--- src/sv/hte_pkg.sv ---
// hte_pkg: shared types, pattern tables and constants for the html text extractor
// no dependencies

package hte_pkg;

  localparam int unsigned ByteW  = 8;
  localparam int unsigned CapW   = 21;
  localparam int unsigned CountW = 20;
  localparam int unsigned NumPat = 4;
  localparam int unsigned PatMax = 9;
  localparam int unsigned ProgW  = 4;

  localparam logic [ByteW-1:0] CharNul = 8'h00;
  localparam logic [ByteW-1:0] CharLt  = 8'h3C;
  localparam logic [ByteW-1:0] CharGt  = 8'h3E;

  localparam logic [CountW-1:0] CountMax = {CountW{1'b1}};
  localparam logic [CountW-1:0] LimitRst = CountW'(99999);

  // pattern slots
  localparam int unsigned PatScriptOpen  = 0;
  localparam int unsigned PatScriptClose = 1;
  localparam int unsigned PatStyleOpen   = 2;
  localparam int unsigned PatStyleClose  = 3;

  // byte 0 of each pattern sits in the lowest lane
  localparam logic [NumPat-1:0][PatMax-1:0][ByteW-1:0] PatText = {
    {8'h00, ">", "e", "l", "y", "t", "s", "/", "<"},
    {8'h00, 8'h00, 8'h00, "e", "l", "y", "t", "s", "<"},
    {">", "t", "p", "i", "r", "c", "s", "/", "<"},
    {8'h00, 8'h00, "t", "p", "i", "r", "c", "s", "<"}
  };

  localparam logic [NumPat-1:0][ProgW-1:0] PatLen = {4'd8, 4'd6, 4'd9, 4'd7};

  typedef logic [NumPat-1:0][ProgW-1:0] prog_t;

  typedef struct packed {
    logic [ByteW-1:0] html_byte;
    logic             doc_last;
  } in_item_t;

  typedef struct packed {
    logic [ByteW-1:0] text_byte;
    logic             has_byte;
    logic             end_of_text;
  } out_item_t;

  typedef struct packed {
    logic script_open;
    logic script_close;
    logic style_open;
    logic style_close;
  } match_hits_t;

  function automatic logic [ByteW-1:0] pat_char(input logic [1:0] k,
                                                input logic [ProgW-1:0] i);
    logic [ByteW-1:0] c;
    c = CharNul;
    if (i < ProgW'(PatMax)) begin
      c = PatText[k][i];
    end
    return c;
  endfunction

endpackage

--- src/sv/html_text_extractor_top.sv ---
// html_text_extractor_top: request register, filter core, result register, capacity register
// depends on hte_pkg and hte_core

// Takes one HTML byte per cycle and gives a result for each visible text byte under the
// emit limit and one closing result per document (zero byte or doc_last). Sustained rate
// is one request per cycle while in_stall_o is low, set by the per-byte state update in
// the core; a byte passes the request register and then the result register. A stalled
// result blocks only a request that itself produces a result. text_capacity is written
// through cfg_we_i/cfg_wdata_i and is held as a precomputed emit limit.
module html_text_extractor_top import hte_pkg::*; (
  input  logic            clk_i,
  input  logic            rst_ni,
  input  logic            in_valid_i,
  output logic            in_stall_o,
  input  in_item_t        in_data_i,
  output logic            out_valid_o,
  input  logic            out_stall_i,
  output out_item_t       out_data_o,
  input  logic            cfg_we_i,
  input  logic [CapW-1:0] cfg_wdata_i
);

  logic              in_valid_q;
  in_item_t          in_q;
  logic              out_valid_q;
  out_item_t         out_q;
  logic [CountW-1:0] limit_q, limit_d;
  logic [CapW-1:0]   cap_m1;
  logic              res_valid, fire, take;
  out_item_t         res;

  hte_core u_core (
    .clk_i       (clk_i),
    .rst_ni      (rst_ni),
    .item_i      (in_q),
    .step_i      (fire),
    .limit_i     (limit_q),
    .res_valid_o (res_valid),
    .res_o       (res)
  );

  assign fire       = in_valid_q && !(res_valid && out_valid_q && out_stall_i);
  assign in_stall_o = in_valid_q && !fire;
  assign take       = in_valid_i && !in_stall_o;

  always_ff @(posedge clk_i or negedge rst_ni) begin
    if (!rst_ni) begin
      in_valid_q <= 1'b0;
    end else if (take) begin
      in_valid_q <= 1'b1;
    end else if (fire) begin
      in_valid_q <= 1'b0;
    end
  end

  always_ff @(posedge clk_i) begin
    if (take) begin
      in_q <= in_data_i;
    end
  end

  always_ff @(posedge clk_i or negedge rst_ni) begin
    if (!rst_ni) begin
      out_valid_q <= 1'b0;
    end else if (fire && res_valid) begin
      out_valid_q <= 1'b1;
    end else if (!out_stall_i) begin
      out_valid_q <= 1'b0;
    end
  end

  always_ff @(posedge clk_i) begin
    if (fire && res_valid) begin
      out_q <= res;
    end
  end

  // limit is capacity less one, saturated to the count range
  always_comb begin
    cap_m1 = cfg_wdata_i - CapW'(1);
    if (cfg_wdata_i == '0) begin
      limit_d = '0;
    end else if (cap_m1[CapW-1]) begin
      limit_d = CountMax;
    end else begin
      limit_d = cap_m1[CountW-1:0];
    end
  end

  always_ff @(posedge clk_i or negedge rst_ni) begin
    if (!rst_ni) begin
      limit_q <= LimitRst;
    end else if (cfg_we_i) begin
      limit_q <= limit_d;
    end
  end

  assign out_valid_o = out_valid_q;
  assign out_data_o  = out_q;

`ifndef SYNTH
  a_no_overwrite: assert property (@(posedge clk_i) disable iff (!rst_ni)
    fire && res_valid |-> !(out_valid_q && out_stall_i))
    else $error("result register overwritten while stalled");

  a_byte_nonzero: assert property (@(posedge clk_i) disable iff (!rst_ni)
    out_valid_q && out_q.has_byte |-> out_q.text_byte != CharNul)
    else $error("emitted text byte is zero");

  a_empty_is_end: assert property (@(posedge clk_i) disable iff (!rst_ni)
    out_valid_q && !out_q.has_byte |-> out_q.end_of_text && out_q.text_byte == CharNul)
    else $error("result without text does not close the document");

  a_zero_ends: assert property (@(posedge clk_i) disable iff (!rst_ni)
    in_valid_q && in_q.html_byte == CharNul |-> res_valid && res.end_of_text)
    else $error("zero byte did not close the document");
`endif

endmodule

--- src/sv/hte_match.sv ---
// hte_match: incremental tag name matchers, one per pattern
// depends on hte_pkg

module hte_match import hte_pkg::*; (
  input  prog_t            prog_i,
  input  logic [ByteW-1:0] byte_i,
  output prog_t            prog_o,
  output match_hits_t      hits_o
);

  logic [NumPat-1:0] hit;

  always_comb begin
    for (int k = 0; k < NumPat; k++) begin
      logic [ProgW-1:0] p;
      p = prog_i[k];
      if (byte_i == CharLt) begin
        p = ProgW'(1);
      end else if (p != '0 && p < PatLen[k] && pat_char(2'(k), p) == byte_i) begin
        p = p + ProgW'(1);
      end else begin
        p = '0;
      end
      hit[k] = (p >= PatLen[k]);
      prog_o[k] = hit[k] ? '0 : p;
    end
  end

  assign hits_o.script_open  = hit[PatScriptOpen];
  assign hits_o.script_close = hit[PatScriptClose];
  assign hits_o.style_open   = hit[PatStyleOpen];
  assign hits_o.style_close  = hit[PatStyleClose];

endmodule

--- src/sv/hte_core.sv ---
// hte_core: per-document state, emit decision and result formation
// depends on hte_pkg and hte_match

module hte_core import hte_pkg::*; (
  input  logic              clk_i,
  input  logic              rst_ni,
  input  in_item_t          item_i,
  input  logic              step_i,
  input  logic [CountW-1:0] limit_i,
  output logic              res_valid_o,
  output out_item_t         res_o
);

  logic              tag_q, tag_d;
  logic              script_q, script_d;
  logic              style_q, style_d;
  prog_t             prog_q, prog_d, prog_next;
  logic [CountW-1:0] count_q, count_d;
  match_hits_t       hits;
  logic              is_zero, active, emit;

  hte_match u_match (
    .prog_i (prog_q),
    .byte_i (item_i.html_byte),
    .prog_o (prog_next),
    .hits_o (hits)
  );

  always_comb begin
    is_zero  = (item_i.html_byte == CharNul);
    active   = (count_q < limit_i);
    emit     = 1'b0;
    tag_d    = tag_q;
    script_d = script_q;
    style_d  = style_q;
    prog_d   = prog_q;
    count_d  = count_q;
    if (!is_zero && active) begin
      prog_d = prog_next;
      if (hits.script_open) begin
        script_d = 1'b1;
      end else if (hits.script_close) begin
        script_d = 1'b0;
      end
      if (hits.style_open) begin
        style_d = 1'b1;
      end else if (hits.style_close) begin
        style_d = 1'b0;
      end
      if (item_i.html_byte == CharLt) begin
        tag_d = 1'b1;
      end else if (item_i.html_byte == CharGt) begin
        tag_d = 1'b0;
      end else if (!tag_q && !script_d && !style_d) begin
        emit    = 1'b1;
        count_d = count_q + CountW'(1);
      end
    end
    if (is_zero || item_i.doc_last) begin
      tag_d    = 1'b0;
      script_d = 1'b0;
      style_d  = 1'b0;
      prog_d   = '0;
      count_d  = '0;
    end
    res_valid_o       = emit || is_zero || item_i.doc_last;
    res_o.text_byte   = emit ? item_i.html_byte : CharNul;
    res_o.has_byte    = emit;
    res_o.end_of_text = is_zero || item_i.doc_last;
  end

  always_ff @(posedge clk_i or negedge rst_ni) begin
    if (!rst_ni) begin
      tag_q    <= 1'b0;
      script_q <= 1'b0;
      style_q  <= 1'b0;
      prog_q   <= '0;
      count_q  <= '0;
    end else if (step_i) begin
      tag_q    <= tag_d;
      script_q <= script_d;
      style_q  <= style_d;
      prog_q   <= prog_d;
      count_q  <= count_d;
    end
  end

endmodule
--- config.mk ---
export PLATFORM = sky130hd
export DESIGN_NAME = html_text_extractor_top
export DESIGN_NICKNAME = d
export VERILOG_FILES = /design/src/sv/hte_pkg.sv /design/src/sv/html_text_extractor_top.sv /design/src/sv/hte_match.sv /design/src/sv/hte_core.sv
export SDC_FILE = /design/constraint.sdc
export NUM_CORES = 1
export LEC_CHECK = 0
export BUFFER_PORTS_ARGS = -buffer_cell sky130_fd_sc_hd__buf_2
export CAP_MARGIN = 0
export CORE_ASPECT_RATIO = 1.1
export CORE_MARGIN = 1
export CORE_UTILIZATION = 30
export CTS_BUF_LIST = sky130_fd_sc_hd__clkbuf_16
export DETAILED_ROUTE_END_ITERATION = 12
export PLACE_DENSITY = 0.45
export SLEW_MARGIN = 30
export SYNTH_ARGS = -nofsm -noshare
export SYNTH_HDL_FRONTEND = slang
export SYNTH_SLANG_ARGS = --single-unit
--- constraint.sdc ---
create_clock -name clk_i -period 4.85 [get_ports clk_i]
set_input_delay 0.7275 -clock clk_i [delete_from_list [all_inputs] [get_ports clk_i]]
set_output_delay 0.7275 -clock clk_i [all_outputs]
set_load 0.02 [all_outputs]
==> results of run 1 <==
-- logic make-up after synthesis --
kind of cell | synth area share
compound gates | 0.212
xor+xnor | 0.0433
fa+ha+maj | 0.0894
buf+inv | 0.0635
flops | 0.347
mux | 0.0138
simple gates | 0.230
-- how the worst min path moves through the flow --
stage | start | to | slack (ps) | cells after the start
after global placement | limit_q[7] | limit_q[7] | 500 | 2
after floorplan | rst_ni | in_valid_q | 430 | 0
after CTS | rst_ni | u_core.prog_q[14] | 380 | 1
final | rst_ni | u_core.prog_q[14] | 350 | 1
after global routing | rst_ni | u_core.prog_q[14] | 400 | 1
after detailed placement | limit_q[10] | limit_q[10] | 500 | 2
-- stage by stage --
stage	total power [mW]	area, µm²	cells	utilization
5_1_grt	2.66	6800	971	0.342
3_3_place_gp	1.80	6500	955	0.327
4_1_cts	2.53	6800	971	0.342
3_5_place_dp	1.82	6500	955	0.327
6_report	2.50	6800	971	0.342
2_1_floorplan	1.53	6070	683	-
-- power by group through the flow --
stage	Clock (mW)	Combinational, mW	Sequential [mW]
6_report	0.699	0.803	1.00
5_1_grt	0.744	0.891	1.02
4_1_cts	0.720	0.812	0.998
3_5_place_dp	0	0.810	1.01
3_3_place_gp	0	0.794	1.01
2_1_floorplan	0	0.551	0.980
-- cell type report --
cell class / count / area share
clock buffer: 9 / 0.0331
clock inverter: 7 / 0.0107
inverter: 48 / 0.0265
multi-input combinational: 517 / 0.526
sequential: 80 / 0.310
tap: 252 / 0.0464
timing repair buffer: 58 / 0.0471
-- layout by cell type (no fill, tap or decap), types with 5 or more instances in the layout --
cell	n
dfrtp_1	51
inv_1	48
nand2_1	46
buf_2	46
ha_1	41
nor2_1	39
o21ai_0	39
nand3_1	31
nor3_1	29
o211ai_1	21
a21oi_1	20
edfxtp_1	19
xnor2_1	16
nand4_1	15
and3_1	14
xor2_1	14
buf_4	12
a31oi_1	11
nand2b_1	10
or3_1	10
nor4_1	10
dfstp_2	10
clkbuf_16	9
a211oi_1	8
nor2b_1	7
and2_1	7
o31ai_1	7
nand4b_1	6
o21ai_1	6
a21o_1	5
nand3b_1	5
a211o_1	5
mux2i_1	5
a21boi_0	5
-- critical path, stage by stage (launching register included) --
cell and delay, ps:
dfrtp_1 490, inv_1 170, ha_1 250, nor2b_1 90, a211o_1 270, a31oi_1 150, nand4_1 120, o41ai_1 750
and4_1 340, a21oi_1 110, nor2_1 140, buf_2 170
-- flip-flops by register name, summed over array words and instances (netlist names) --
register / count
in_q: 9
in_valid_q: 1
limit_q: 20
out_data_o: 10
out_valid_o: 1
u_core.count_q: 20
u_core.prog_q: 16
u_core.script_q: 1
u_core.style_q: 1
u_core.tag_q: 1
-- routing by layer --
metal,share of wire,routed length [µm],vias to the layer above,track usage
met5,0,0,-,0
met4,0.018,318,0,0.0621
met3,0.029,511,21,0.0268
met2,0.52,9180,118,0.323
met1,0.43,7500,2596,0.214
li1,-,-,2601,-
==> results.cfg, run 1 <==
[pwr]
switching_share = 0.394
internal_power_mw = 1.52
p_clk_frac = 0.279
peakVddDrop_v = 0.000176
power.share.sequential = 0.400
p_per_area_nw_per_um2 = 368
p_leak_nw = 2.80
netSwitchingPower_uw = 986
p_comb_frac = 0.321

[yosys]
avgSynthCellArea_um2 = 8.89
synth_edf_count = 19
synth_seq_cells = 80
syn_inst = 683
ys.flop_type = dfrtp_1
synth_top_area_frac = 0.210
synthesis.area_um2 = 6070
yosysSeqAreaShare = 0.347
synth_warnings = 0
synthTopCellsByCount = dfrtp_1 (51), inv_1 (48), nand2_1 (46)
async_flop_share = 0.763
synth.largest_area_cell = dfrtp_1
synth.area.top_cells = dfrtp_1 (21%), edfxtp_1 (9.4%), ha_1 (8.4%)
synth_nets = 759
post-synth-top-count-cell = dfrtp_1
ys_types = 82

[floorplanning]
dieArea_um2 = 20800
row_count = 54
die_w_um = 138
fp.dieH_um = 151
core_um2 = 19900
num_io_pins = 47
start_util = 0.306

[worst_setup_path]
worstSetupEndpoint = in_stall_o
critPathKind = register to output pin
r2r_start = u_core.prog_q[5]
ff2ff_path_depth = 11
startpoint = u_core.prog_q[5]
worstPathMaxFanout = 10
ff2ff_setup_slack_ps = 1140
worstSetupStartpointType = register
end_kind = output pin
critPathArrivalTime_ps = 3410
rr_endpoint = u_core.count_q[10]
required_ps = 4120

[cts]
clk-insertion-delay-late_ps = 360
cts_setup_buffers = 0
cts_resized = 0
cts_buffers = 9
clock-sinks = 80
clk_pin_slew_ps = 70
ctsLongestPathBuffers = 2
cts_tree = built
root_buffer = clkbuf_16
hold_buffers = 0
htreeDepth = 3

[job]
drv_cap = 0

[cells_and_area]
syn_to_final_growth_pct = 12.0
regArea_um2 = 2110
multi_input_area_um2 = 3580
antennaDiodeCount = 0
num-nets-final = 790
drive_gt1_frac = 0.146
n_fill_cell = 2093

[placed_design]
gp_congestion = 0.772
dp_hpwl_um = 12900
place_ws_ps = 1110
port-buffer-count = 46

[sta]
slew-limit-headroom = 0.458
layout_min_cycle_time_ps = 4130
skew_ps = 10.4
finalHoldViolCount = 0
worstMarginPinSlew_ps = 813
rsz0062_at_grt = false
fmax_mhz = 242
fin_crit_sh = 0.852
setup_ws_ps = 717
final_max_slew_viol_count = 0
setup_tns_ps = 0
hold_slack_ps = 355
setup_viol = 0

[grt]
grt_max_degree = 41
grt_overflow = 0
grt_use_total = 0.179
antenna_found_initial = 0
grt_pass1_vias = 5216
grt_first_pass_wirelength_um = 28300

[detailed_routing]
num_vias = 5336
drt_pass1_iterations = 5
ant_nets = 0
wl_um = 17500
wire_per_inst_um = 18.0
drt_iter0_drc = 411
route.detailed.drc = 0
viasPerCell = 5.50

[status]
status = finished clean

[worst_hold_path]
min_path_type = primary input to asynchronous set/reset pin
(Power assumes the default switching activity.)
==> run 2, diff against run 1 <==
Settings changed: ABC_AREA from default to 1.
==> run 2 against run 1 <==
Against the previous run: combinational power decreased by 70%; register-to-register slack improved by 290 ps; utilization increased by 0.20 points; total power decreased by 30%; highest routed layer unchanged; sequential cell count unchanged; synthesized cell count increased by 24%; die area about the same; global-route usage decreased by 0.82 points; critical path depth increased by 6; area after synthesis about the same; sequential share of layout area decreased by 0.18 points; critical endpoint unchanged.
==> results.cfg, run 2 <==
[detailed_routing]
wire_per_inst_um = 14.6
drt_pass1_iterations = 5
ant_nets = 0
wl_um = 16600
num_vias = 5463
drt_iter0_drc = 254
viasPerCell = 4.79
route.detailed.drc = 0

[sta]
fmax_mhz = 256
setup_tns_ps = 0
setup_ws_ps = 938
finalHoldViolCount = 0
skew_ps = 12.0
hold_slack_ps = 288
slew-limit-headroom = 0.447
rsz0062_at_grt = false
layout_min_cycle_time_ps = 3910
final_max_slew_viol_count = 0
fin_crit_sh = 0.807
setup_viol = 0
worstMarginPinSlew_ps = 830

[yosys]
synth_warnings = 0
synth.area.top_cells = dfrtp_1 (21%), nand2_1 (15%), edfxtp_1 (9.4%)
synthTopCellsByCount = nand2_1 (238), nor2_1 (112), inv_1 (97)
synth_nets = 922
synth_top_area_frac = 0.210
synthesis.area_um2 = 6070
yosysSeqAreaShare = 0.347
ys_types = 47
async_flop_share = 0.763
synth_edf_count = 19
synth.largest_area_cell = dfrtp_1
synth_seq_cells = 80
post-synth-top-count-cell = nand2_1
ys.flop_type = dfrtp_1
avgSynthCellArea_um2 = 7.18
syn_inst = 846

[placed_design]
place_ws_ps = 1280
place_area_um2 = 6520
gp_congestion = 0.932
dpl.cell_count = 1125
port-buffer-count = 46
dp_hpwl_um = 12800

[cells_and_area]
layout_commonest_cell = nand2_1
largestRegisters = limit_q x20, u_core.count_q x20, u_core.prog_q x16
num-nets-final = 960
antennaDiodeCount = 0
drive_gt1_frac = 0.111
syn_to_final_growth_pct = 12.6
final_cell_mix = nand2_1 (238), nor2_1 (112), inv_1 (98)
fin_util = 0.344
design_area_um2 = 6840
n_fill_cell = 2183
fin_cells = 1141

[pwr]
p_per_area_nw_per_um2 = 255
p_total_mw = 1.75
p_leak_nw = 3.33
peakVddDrop_v = 0.000152

[cts]
hold_buffers = 0
clk-insertion-delay-late_ps = 350
cts_buffers = 9
cts_tree = built
clock-sinks = 80
root_buffer = clkbuf_16
clk_pin_slew_ps = 70
cts_resized = 0
cts_setup_buffers = 0
ctsLongestPathBuffers = 2
htreeDepth = 3

[worst_setup_path]
r2r_start = u_core.prog_q[12]
critPathKind = register to output pin
worstSetupStartpointType = register
worstPathMaxFanout = 20
end_kind = output pin
ff2ff_path_depth = 16
required_ps = 4120
critPathArrivalTime_ps = 3180
rr_endpoint = out_data_o[8]
ff2ff_setup_slack_ps = 1430

[worst_hold_path]
min_path_type = primary input to asynchronous set/reset pin

[floorplanning]
fp.dieH_um = 151
row_count = 54
dieArea_um2 = 20800
die_w_um = 138
start_util = 0.306
num_io_pins = 47
core_um2 = 19900

[grt]
grt_max_degree = 28
grt_first_pass_wirelength_um = 27200
grt_use_total = 0.171
grt_overflow = 0
grt_pass1_vias = 5409
antenna_found_initial = 0

[job]
drv_cap = 0

[status]
status = finished clean
## run 2: changes by cell type after synthesis, moves of 20 or more
cell	previous run	this run
nand3_1	31	52
o21ai_0	39	19
nand2_1	46	238
nor2_1	39	112
inv_1	48	97
## run 2: final cells by class
| cell class | instances | area [µm²] | area share |
|---|---|---|---|
| multi-input cells | 641 | 3440 | 0.503 |
| inverters | 104 | 394 | 0.0576 |
| well taps | 252 | 315 | 0.0461 |
| clock buffers | 9 | 225 | 0.0329 |
| clock inverters | 7 | 97.6 | 0.0143 |
| flip-flops and latches | 80 | 2110 | 0.308 |
| repair buffers | 48 | 258 | 0.0377 |
## run 2: worst max path at each step
stage / start / end / slack [ps] / cells after the start
2_1_floorplan: u_core.prog_q[4] / in_stall_o / 1810 / 18
3_3_place_gp: u_core.prog_q[12] / in_stall_o / 1240 / 17
3_5_place_dp: u_core.prog_q[12] / in_stall_o / 1280 / 17
4_1_cts: u_core.prog_q[12] / in_stall_o / 880 / 17
5_1_grt: u_core.prog_q[12] / in_stall_o / 650 / 17
6_report: u_core.prog_q[12] / in_stall_o / 940 / 17
## run 2: critical path, cell delays in order (launching register included)
cell and delay, ps:
dfrtp_1 420, inv_1 110, ha_1 340, inv_1 60, a21oi_1 240, nand2_1 90, nand2_1 90, nand2_1 70
nor2_1 140, nand3_1 120, nand2_1 110, nand3_1 70, nor2_1 180, nand3_4 200, nand2_4 130, nand2_4 160
nor2_2 140, buf_2 170
## run 2: per-layer routing
metal,track usage,routed length [µm]
met2,0.323,8920
met4,0.0593,212
met1,0.192,7080
met3,0.0261,399
met5,0,0
## run 2: logic make-up after synthesis
logic type               count (synthesis)  share of synthesized area
AO/OA/AOI/OAI                           75                     0.0746
adder cells (fa/ha/maj)                 41                     0.0845
XOR/XNOR                                36                     0.0519
flip-flops                              80                      0.347
AND/OR/NAND/NOR                        489                      0.356
buffers and inverters                  125                     0.0861
## run 2: where the power goes
part	internal, mW	switching, mW	total (mW)
combinational	0.0760	0.161	0.237
clock	0.452	0.289	0.741
sequential	0.736	0.0337	0.770
total	1.26	0.484	1.75
